**src/rtl/core/itf_pkg.sv**
```systemverilog
// Package: sizes, character codes, queue entry and state types of the integer formatter.
package itf_pkg;

  localparam int VALUE_WIDTH = 16;
  localparam int MAX_DIGITS  = 32;
  localparam int WIDTH_W     = 6;
  localparam int MODE_W      = 2;
  localparam int CHAR_W      = 7;

  // decimal digits of the largest value: VALUE_WIDTH * log10(2), rounded up
  localparam int DEC_DIGITS  = (VALUE_WIDTH * 30103) / 100000 + 1;
  localparam int BCD_W       = 4 * DEC_DIGITS;
  localparam int DIG_W       = (BCD_W > VALUE_WIDTH) ? BCD_W : VALUE_WIDTH;
  localparam int NAT_W       = $clog2(DIG_W + 1);
  localparam int CNT_W       = $clog2(MAX_DIGITS + 1);
  localparam int POS_W       = $clog2(MAX_DIGITS);
  localparam int STEP_W      = $clog2(VALUE_WIDTH);

  localparam int QUEUE_DEPTH = 2;
  localparam int QPTR_W      = (QUEUE_DEPTH > 1) ? $clog2(QUEUE_DEPTH) : 1;
  localparam int QCNT_W      = $clog2(QUEUE_DEPTH + 1);

  localparam logic [MODE_W-1:0] MODE_HEX = 2'd0;
  localparam logic [MODE_W-1:0] MODE_BIN = 2'd1;

  localparam logic [CHAR_W-1:0] CHAR_ZERO = 7'h30;
  localparam logic [CHAR_W-1:0] CHAR_A    = 7'h41;
  localparam logic [CHAR_W-1:0] CHAR_X    = 7'h78;
  localparam logic [CHAR_W-1:0] CHAR_B    = 7'h62;

  typedef enum logic [1:0] {
    RADIX_HEX,
    RADIX_BIN,
    RADIX_DEC
  } radix_e;

  typedef enum logic [1:0] {
    F_IDLE,
    F_CONV,
    F_PUSH
  } front_state_e;

  typedef enum logic [2:0] {
    B_IDLE,
    B_HEX0,
    B_HEXX,
    B_BINB,
    B_DIG
  } back_state_e;

  // one classified number waiting for the character engine
  typedef struct packed {
    logic [DIG_W-1:0] digits;
    radix_e           radix;
    logic [CNT_W-1:0] count;
  } job_t;

  typedef struct packed {
    logic full;
    logic empty;
  } q_status_t;

endpackage

```
**src/rtl/core/itf_channels.sv**
```systemverilog
// Channel interfaces: number request in, character stream out.
interface itf_in_if import itf_pkg::*; ();
  logic                   valid;
  logic                   ready;
  logic [VALUE_WIDTH-1:0] value;
  logic [MODE_W-1:0]      mode;
  logic [WIDTH_W-1:0]     min_width;

  modport source (output valid, value, mode, min_width, input ready);
  modport sink   (input valid, value, mode, min_width, output ready);
endinterface

interface itf_out_if import itf_pkg::*; ();
  logic              valid;
  logic              ready;
  logic [CHAR_W-1:0] char_code;
  logic              last;

  modport source (output valid, char_code, last, input ready);
  modport sink   (input valid, char_code, last, output ready);
endinterface

```
**src/rtl/core/itf_front.sv**
```systemverilog
// Front end: accepts a request, converts a decimal request's value to BCD, sizes the digit run.
module itf_front import itf_pkg::*; (
  input  logic       clk_i,
  input  logic       rst_ni,
  itf_in_if.sink     req_i,
  input  q_status_t  q_stat_i,
  output logic       push_o,
  output job_t       job_o
);

  front_state_e           state_q, state_d;
  logic [VALUE_WIDTH-1:0] value_q;
  logic [VALUE_WIDTH-1:0] sh_q;
  logic [BCD_W-1:0]       bcd_q;
  logic [BCD_W-1:0]       bcd_adj;
  logic [STEP_W-1:0]      step_q;
  radix_e                 radix_q;
  radix_e                 radix_c;
  logic [WIDTH_W-1:0]     width_q;
  logic                   accept;
  logic [DIG_W-1:0]       digits_c;
  logic [NAT_W-1:0]       nat_bit;
  logic [NAT_W-1:0]       nat_nib;
  logic [NAT_W-1:0]       natural;
  logic [CNT_W-1:0]       nat_cap;
  logic [CNT_W-1:0]       width_cap;

  always_comb begin
    case (req_i.mode)
      MODE_HEX: radix_c = RADIX_HEX;
      MODE_BIN: radix_c = RADIX_BIN;
      default:  radix_c = RADIX_DEC;
    endcase
  end

  // next state
  always_comb begin
    state_d = state_q;
    case (state_q)
      F_IDLE: begin
        if (req_i.valid) state_d = (radix_c == RADIX_DEC) ? F_CONV : F_PUSH;
      end
      F_CONV: begin
        if (step_q == '0) state_d = F_PUSH;
      end
      F_PUSH: begin
        if (!q_stat_i.full) state_d = F_IDLE;
      end
      default: state_d = F_IDLE;
    endcase
  end

  // outputs
  always_comb begin
    req_i.ready = 1'b0;
    push_o      = 1'b0;
    case (state_q)
      F_IDLE:  req_i.ready = 1'b1;
      F_PUSH:  push_o      = !q_stat_i.full;
      default: begin
        req_i.ready = 1'b0;
        push_o      = 1'b0;
      end
    endcase
  end

  assign accept = req_i.valid && req_i.ready;

  // add 3 to every digit of 5 or more before the shift
  always_comb begin
    for (int d = 0; d < DEC_DIGITS; d++) begin
      bcd_adj[4*d +: 4] = (bcd_q[4*d +: 4] >= 4'd5) ? bcd_q[4*d +: 4] + 4'd3
                                                     : bcd_q[4*d +: 4];
    end
  end

  always_ff @(posedge clk_i or negedge rst_ni) begin
    if (!rst_ni) begin
      state_q <= F_IDLE;
    end else begin
      state_q <= state_d;
    end
  end

  always_ff @(posedge clk_i) begin
    if (accept) begin
      value_q <= req_i.value;
      sh_q    <= req_i.value;
      bcd_q   <= '0;
      step_q  <= STEP_W'(VALUE_WIDTH - 1);
      radix_q <= radix_c;
      width_q <= req_i.min_width;
    end else if (state_q == F_CONV) begin
      bcd_q  <= {bcd_adj[BCD_W-2:0], sh_q[VALUE_WIDTH-1]};
      sh_q   <= {sh_q[VALUE_WIDTH-2:0], 1'b0};
      step_q <= step_q - 1'b1;
    end
  end

  assign digits_c = (radix_q == RADIX_DEC) ? DIG_W'(bcd_q) : DIG_W'(value_q);

  // highest nonzero digit, at least one digit
  always_comb begin
    nat_bit = NAT_W'(1);
    nat_nib = NAT_W'(1);
    for (int i = 0; i < DIG_W; i++) begin
      if (digits_c[i]) begin
        nat_bit = NAT_W'(i + 1);
        nat_nib = NAT_W'((i >> 2) + 1);
      end
    end
  end

  always_comb begin
    natural   = (radix_q == RADIX_BIN) ? nat_bit : nat_nib;
    nat_cap   = (natural > MAX_DIGITS) ? CNT_W'(MAX_DIGITS) : CNT_W'(natural);
    width_cap = (width_q > MAX_DIGITS) ? CNT_W'(MAX_DIGITS) : CNT_W'(width_q);
    job_o.digits = digits_c;
    job_o.radix  = radix_q;
    job_o.count  = (width_cap > nat_cap) ? width_cap : nat_cap;
  end

endmodule

```
**src/rtl/core/itf_queue.sv**
```systemverilog
// Short job queue between the front end and the character engine.
module itf_queue import itf_pkg::*; (
  input  logic      clk_i,
  input  logic      rst_ni,
  input  logic      push_i,
  input  job_t      job_i,
  input  logic      pop_i,
  output job_t      job_o,
  output q_status_t stat_o
);

  job_t              mem_q [QUEUE_DEPTH];
  logic [QPTR_W-1:0] wr_ptr_q, rd_ptr_q;
  logic [QCNT_W-1:0] cnt_q;
  logic              do_push, do_pop;

  assign stat_o.full  = (cnt_q == QCNT_W'(QUEUE_DEPTH));
  assign stat_o.empty = (cnt_q == '0);
  assign do_push      = push_i && !stat_o.full;
  assign do_pop       = pop_i && !stat_o.empty;
  assign job_o        = mem_q[rd_ptr_q];

  always_ff @(posedge clk_i or negedge rst_ni) begin
    if (!rst_ni) begin
      wr_ptr_q <= '0;
      rd_ptr_q <= '0;
      cnt_q    <= '0;
    end else begin
      if (do_push) begin
        wr_ptr_q <= (wr_ptr_q == QPTR_W'(QUEUE_DEPTH - 1)) ? '0 : wr_ptr_q + 1'b1;
      end
      if (do_pop) begin
        rd_ptr_q <= (rd_ptr_q == QPTR_W'(QUEUE_DEPTH - 1)) ? '0 : rd_ptr_q + 1'b1;
      end
      case ({do_push, do_pop})
        2'b10:   cnt_q <= cnt_q + 1'b1;
        2'b01:   cnt_q <= cnt_q - 1'b1;
        default: cnt_q <= cnt_q;
      endcase
    end
  end

  always_ff @(posedge clk_i) begin
    if (do_push) mem_q[wr_ptr_q] <= job_i;
  end

endmodule

```
**src/rtl/core/itf_back.sv**
```systemverilog
// Char engine: emits job prefix and digits, one char per cycle unless stalled.
module itf_back import itf_pkg::*; (
  input  logic      clk_i,
  input  logic      rst_ni,
  input  job_t      job_i,
  input  q_status_t q_stat_i,
  output logic      pop_o,
  itf_out_if.source rsp_o
);

  back_state_e       state_q, state_d;
  job_t              job_q;
  logic [POS_W-1:0]  pos_q;
  logic              valid_q;
  logic [CHAR_W-1:0] char_q;
  logic              last_q;
  logic              adv;
  logic              emit;
  logic [CHAR_W-1:0] char_c;
  logic              last_c;
  logic [DIG_W-1:0]  nib_sh;
  logic [DIG_W-1:0]  bit_sh;
  logic [3:0]        digit;

  // output register frees up when empty or being taken
  assign adv = !valid_q || rsp_o.ready;

  always_comb begin
    nib_sh = job_q.digits >> {pos_q, 2'b00};
    bit_sh = job_q.digits >> pos_q;
    digit  = (job_q.radix == RADIX_BIN) ? {3'b000, bit_sh[0]} : nib_sh[3:0];
  end

  // next state
  always_comb begin
    state_d = state_q;
    case (state_q)
      B_IDLE: begin
        if (!q_stat_i.empty) begin
          case (job_i.radix)
            RADIX_HEX: state_d = B_HEX0;
            RADIX_BIN: state_d = B_BINB;
            default:   state_d = B_DIG;
          endcase
        end
      end
      B_HEX0: if (adv) state_d = B_HEXX;
      B_HEXX: if (adv) state_d = B_DIG;
      B_BINB: if (adv) state_d = B_DIG;
      B_DIG:  if (adv && pos_q == '0) state_d = B_IDLE;
      default: state_d = B_IDLE;
    endcase
  end

  // outputs
  always_comb begin
    pop_o  = 1'b0;
    emit   = 1'b0;
    char_c = CHAR_ZERO;
    last_c = 1'b0;
    case (state_q)
      B_IDLE: pop_o = !q_stat_i.empty;
      B_HEX0: begin
        emit   = adv;
        char_c = CHAR_ZERO;
      end
      B_HEXX: begin
        emit   = adv;
        char_c = CHAR_X;
      end
      B_BINB: begin
        emit   = adv;
        char_c = CHAR_B;
      end
      B_DIG: begin
        emit   = adv;
        char_c = (digit < 4'd10) ? CHAR_ZERO + CHAR_W'(digit)
                                 : CHAR_A + CHAR_W'(digit) - CHAR_W'(10);
        last_c = (pos_q == '0);
      end
      default: begin
        pop_o = 1'b0;
        emit  = 1'b0;
      end
    endcase
  end

  always_ff @(posedge clk_i or negedge rst_ni) begin
    if (!rst_ni) begin
      state_q <= B_IDLE;
      valid_q <= 1'b0;
    end else begin
      state_q <= state_d;
      if (adv) valid_q <= emit;
    end
  end

  always_ff @(posedge clk_i) begin
    if (pop_o) begin
      job_q <= job_i;
      pos_q <= POS_W'(job_i.count - 1'b1);
    end else if (emit && state_q == B_DIG) begin
      pos_q <= pos_q - 1'b1;
    end
    if (emit) begin
      char_q <= char_c;
      last_q <= last_c;
    end
  end

  assign rsp_o.valid     = valid_q;
  assign rsp_o.char_code = char_q;
  assign rsp_o.last      = last_q;

endmodule

```
**src/rtl/core/integer_to_ascii_formatter.sv**
```systemverilog
// Top level: number to ASCII character stream in hexadecimal, binary or decimal.
// Front end accepts a request and pushes the job; for decimal it first runs the
// BCD conversion (one BCD shift step per cycle). The character engine loads a
// job in its idle state, then emits its characters, stalling while the output
// is not taken. A 2-entry queue overlaps the two, so the front end can take the
// next request while the engine emits the last one. Reset clears control only.
module integer_to_ascii_formatter import itf_pkg::*; (
  input  logic      clk_i,
  input  logic      rst_ni,
  itf_in_if.sink    req_i,
  itf_out_if.source rsp_o
);

  job_t      push_job, pop_job;
  logic      push, pop;
  q_status_t q_stat;

  itf_front u_front (
    .clk_i    (clk_i),
    .rst_ni   (rst_ni),
    .req_i    (req_i),
    .q_stat_i (q_stat),
    .push_o   (push),
    .job_o    (push_job)
  );

  itf_queue u_queue (
    .clk_i  (clk_i),
    .rst_ni (rst_ni),
    .push_i (push),
    .job_i  (push_job),
    .pop_i  (pop),
    .job_o  (pop_job),
    .stat_o (q_stat)
  );

  itf_back u_back (
    .clk_i    (clk_i),
    .rst_ni   (rst_ni),
    .job_i    (pop_job),
    .q_stat_i (q_stat),
    .pop_o    (pop),
    .rsp_o    (rsp_o)
  );

endmodule

```
**src/flat_wrapper.sv**
```systemverilog
// flat-port wrapper written by rule: the top's interface ports become plain ports
module integer_to_ascii_formatter_flat import itf_pkg::*;
  (clk_i, rst_ni, req_i_valid, req_i_value, req_i_mode, req_i_min_width, req_i_ready, rsp_o_valid, rsp_o_char_code, rsp_o_last, rsp_o_ready);
  itf_in_if req_i_i ();
  itf_out_if rsp_o_i ();
  input  logic clk_i;
  input  logic rst_ni;
  input wire logic [$bits(req_i_i.valid)-1:0] req_i_valid;
  input wire logic [$bits(req_i_i.value)-1:0] req_i_value;
  input wire logic [$bits(req_i_i.mode)-1:0] req_i_mode;
  input wire logic [$bits(req_i_i.min_width)-1:0] req_i_min_width;
  output wire logic [$bits(req_i_i.ready)-1:0] req_i_ready;
  output wire logic [$bits(rsp_o_i.valid)-1:0] rsp_o_valid;
  output wire logic [$bits(rsp_o_i.char_code)-1:0] rsp_o_char_code;
  output wire logic [$bits(rsp_o_i.last)-1:0] rsp_o_last;
  input wire logic [$bits(rsp_o_i.ready)-1:0] rsp_o_ready;
  assign req_i_i.valid = req_i_valid;
  assign req_i_i.value = req_i_value;
  assign req_i_i.mode = req_i_mode;
  assign req_i_i.min_width = req_i_min_width;
  assign req_i_ready = req_i_i.ready;
  assign rsp_o_valid = rsp_o_i.valid;
  assign rsp_o_char_code = rsp_o_i.char_code;
  assign rsp_o_last = rsp_o_i.last;
  assign rsp_o_i.ready = rsp_o_ready;
  integer_to_ascii_formatter u_core (.clk_i(clk_i), .rst_ni(rst_ni), .req_i(req_i_i), .rsp_o(rsp_o_i));
endmodule
```
**config.mk**
```make
export PLATFORM = sky130hd
export DESIGN_NAME = integer_to_ascii_formatter_flat
export DESIGN_NICKNAME = d
export VERILOG_FILES = /design/src/rtl/core/itf_pkg.sv /design/src/rtl/core/itf_channels.sv /design/src/rtl/core/itf_front.sv /design/src/rtl/core/itf_queue.sv /design/src/rtl/core/itf_back.sv /design/src/rtl/core/integer_to_ascii_formatter.sv /design/src/flat_wrapper.sv
export SDC_FILE = /design/constraint.sdc
export NUM_CORES = 1
export LEC_CHECK = 0
export BUFFER_PORTS_ARGS = -buffer_cell sky130_fd_sc_hd__buf_2
export CAP_MARGIN = 20
export CORE_UTILIZATION = 43
export DETAILED_ROUTE_END_ITERATION = 7
export MAX_ROUTING_LAYER = met4
export PLACE_DENSITY = 0.59
export SETUP_SLACK_MARGIN = 0.15
export SYNTH_ARGS = -nofsm -noshare
export SYNTH_HDL_FRONTEND = slang
export SYNTH_SLANG_ARGS = --single-unit
```
**constraint.sdc**
```tcl
create_clock -name clk_i -period 5.2 [get_ports clk_i]
set_clock_uncertainty 0.05 [all_clocks]
set_input_delay 0.26 -clock clk_i [delete_from_list [all_inputs] [get_ports clk_i]]
set_output_delay 0.26 -clock clk_i [all_outputs]
set_load 0.01 [all_outputs]
```
==> flow_summary.toml <==
[synth]
synthAdderAreaFrac_pct = 3.13
synthArstFlopShare_pct = 6.13
seq_area_frac_synth_pct = 60.7
synthXorXnorAreaFrac_pct = 2.31
synth_compound_area_share_pct = 8.97
synth_edf_count = 129
synth_area_leaders = "edfxtp_1 (51%), dfxtp_1 (6.3%), mux2_2 (4.3%), nand2_1 (4.2%), dfrtp_1 (3.3%)"
syn_area_per_cell_um2 = 11.9
synth_area_mm2 = 0.00759
ys.flop_type = "edfxtp_1"
synth_cells = 638
synthMuxAreaShare_pct = 8.36
yosys.area.top_type = "edfxtp_1"
synth_fp_nets = 685
synthSimpleGateAreaFrac_pct = 13.5
synth_top_family_by_area = "simple AND/OR/NAND/NOR gates"
ys_types = 62
synthTopCellsByCount = "edfxtp_1 (129), nand2_1 (85), nor2_1 (44)"
yosysTopAreaCellShare_pct = 51.0
synth.most_common_cell = "edfxtp_1"
synth_seq_cells = 163
yosysWarnings = 0

[worst_hold_path]
hold_class = "in2reg"

[sta]
layout_min_cycle_time_ns = 3.90
worst_slew_pin_slew_ns = 0.941
hold_viol_final = 0
fin_crit_sh_pct = 75.0
max_freq_mhz = 257
relSlewSlack_pct = 36.7
rsz0062_at_grt = "no"
final.setup.tns_ns = 0
worst_slack_ns = 1.30
setup_violations = 0
report.final.slew_viol_count = 0

[final_layout]
postLayoutCoreUtil_pct = 51.6
antenna_cells = 0
area_growth_pct = 17.1
drive_above_1_share_pct = 17.3
nNetsFinal = 744
n_fill_cell = 1489
final_cell_area_mm2 = 0.00889

[clocking]
clock_tree.root_cell = "clkbuf_16"
htreeDepth = 4
cts-resized-gates = 0
cts_setup_buffers = 0
clock-sinks = 163
clkLatencyLatePin_ns = 0.42
cts_buffers = 17
cts_tree = "yes"
cts_hold_buf = 23
clk_pin_slew_ns = 0.06
clockBufferDepth = 2

[pwr]
p_int_mw = 3.47
p_comb_share_pct = 31.5
power.share.switching_pct = 34.3
p_leak_nw = 3.33
seq_power_share_pct = 43.1
p_sw_mw = 1.81
powerDensity_mw_per_mm2 = 594
power_frac_clock_pct = 25.4
vdd_drop_max_mv = 0.340

[die]
die_x_um = 135
fp.dieArea_mm2 = 0.0182
start_util_pct = 44.0
chipHeight_um = 135
core_mm2 = 0.0172
ioPinCount = 38
fp-row-count = 48

[placement]
gp_congestion = 0.864
hpwl_mm = 11.0
postPlaceCellArea_mm2 = 0.00800
io_buffers = 37
post-place-ws_ns = 1.33

[worst_setup_path]
crit_buf_inv = 0
worstPathArrival_ns = 4.02
critPathSlowestCell = "or4_1"
path_class = "reg2reg"
startpoint_type = "flop"
path_max_fanout = 29
required_ns = 5.32
max_stage_delay_ns = 0.52
crit_family = "simple AND/OR/NAND/NOR gates"
end_kind = "flop"
critical_path.cell_chain = "nand2b_4, mux2_2, or4_1, a221o_1, ha_1, nor2b_1, o21a_1, o21ai_0, a21oi_1, nor2_1, mux2_4"

[route]
wire_per_inst_um = 16.2
first_pass_iters = 4
drtIter0Drc = 289
ant_nets = 0
num_vias = 4895
drc = 0
routed_via_density = 5.24
wl_mm = 15.1

[global_route]
grt_overflow_total = 0
grt_pass1_wl_mm = 24.8
track_usage_pct = 18.8
antenna_found_initial = 0
grt_pass1_vias = 4825
grt_max_degree = 46

[outcome]
status = "finished, final reports clean"

[job]
drv_cap = 0
-- cell type report --
cell class	count	area, um2	area share [%]
Clock inverter	10	130	1.46
Multi-Input combinational cell	419	2770	31.1
Timing Repair Buffer	68	475	5.35
Sequential cell	163	4600	51.8
Clock buffer	22	528	5.94
Inverter	28	105	1.18
Tap cell	225	282	3.17
-- metal layers --
layer	GRT usage [%]	up-vias	part of all wire [%]
met5	-	-	0
met4	9.49	0	2.7
met3	4.24	21	3.4
met2	29.0	80	48
met1	23.1	2358	46
li1	-	2436	-
-- flip-flops by register name, indices dropped and copies added (netlist names) --
register                       count
u_core.u_back.rsp_o.last           1
u_core.u_queue.rd_ptr_q            1
u_core.u_queue.cnt_q               2
u_core.u_queue.mem_q              54
u_core.u_queue.wr_ptr_q            1
u_core.u_front.bcd_q              20
u_core.u_front.radix_q             2
u_core.u_back.job_q               22
u_core.u_front.state_q             2
u_core.u_front.value_q            16
u_core.u_front.step_q              4
u_core.u_back.rsp_o.valid          1
u_core.u_back.pos_q                5
u_core.u_back.state_q              3
u_core.u_back.rsp_o.char_code      7
u_core.u_front.sh_q               16
u_core.u_front.width_q             6
-- kinds of logic after synthesis --
kind of cell             after synthesis
AO/OA/AOI/OAI                        109
buffers and inverters                 56
flip-flops                           163
adder cells (fa/ha/maj)               19
XOR/XNOR                              20
multiplexers                          53
AND/OR/NAND/NOR                      218
-- per-stage QoR --
step	total power [mW]	cells	hold WS [ns]
floorplan	3.49	638	-0.0856
global placement	3.91	880	0.0832
detailed placement	3.96	880	0.0923
CTS	5.33	935	0.0134
global route	5.62	935	0.0198
finish	5.28	935	0.0435
-- worst register-to-register path, cell delays in order (launching register included) --
cell,delay [ns]
edfxtp_1,0.44
nand2b_4,0.40
mux2_2,0.45
or4_1,0.52
a221o_1,0.38
ha_1,0.19
nor2b_1,0.13
o21a_1,0.13
o21ai_0,0.08
a21oi_1,0.42
nor2_1,0.14
mux2_4,0.32
-- power groups by stage --
stage                     combinational (mW)  sequential, mW  clock [mW]
after global routing                    1.87            2.34        1.42
after floorplan                         1.33            2.16           0
after CTS                               1.68            2.28        1.37
after global placement                  1.62            2.29           0
after detailed placement                1.66            2.30           0
final                                   1.66            2.28        1.34
-- final timing paths --
check                                                 startpoint                                    end  slack, ns  cells after the start
min in group asynchronous                                 rst_ni  u_core.u_front.state_q[1]$_DFFE_PN0P_       0.18                      2
hold reg to reg            u_core.u_front.step_q[3]$_SDFFE_PP1P_  u_core.u_front.step_q[3]$_SDFFE_PP1P_       0.45                      2
max in group asynchronous                                 rst_ni   u_core.u_back.state_q[0]$_DFFE_PN0P_       4.72                      2
hold / removal                                     req_i_mode[1]    u_core.u_front.radix_q[1]$_DFFE_PP_       0.04                      1
setup reg to reg             u_core.u_front.radix_q[0]$_DFFE_PP_   u_core.u_queue.mem_q[1][0]$_DFFE_PP_       1.30                     11
setup / recovery             u_core.u_front.radix_q[0]$_DFFE_PP_   u_core.u_queue.mem_q[1][0]$_DFFE_PP_       1.30                     11
-- cell usage in the layout (no fill, tap or decap), types with 3 or more instances in the layout --
cell type      netlist  routed
dfxtp_1             24      24
xnor2_1             13      13
buf_2                2      37
inv_6                0       3
a22oi_1              4       4
buf_4                1       8
nand3b_1             4       4
ha_1                19      19
edfxtp_1           129     129
or2_2                3       3
mux2_2              29      29
nor4_1               4       3
or3_1                3       3
nand2b_1             9       9
o32ai_1              5       5
clkbuf_16            0      20
nor2b_1             17      17
nor2_1              44      42
o211ai_1             3       3
o41ai_1              3       3
and2_1               3       3
a311oi_1             3       3
mux2i_1             18      18
o21ai_0             41      41
xor2_1               7       7
mux4_2               4       4
dfrtp_1             10      10
nor3_1              11      11
o31ai_1              5       5
inv_1               26      26
a21oi_1             23      23
nand2_1             85      85
nand3_1             23      23
dlygate4sd3_1        0      23
(Power assumes the default switching activity.)
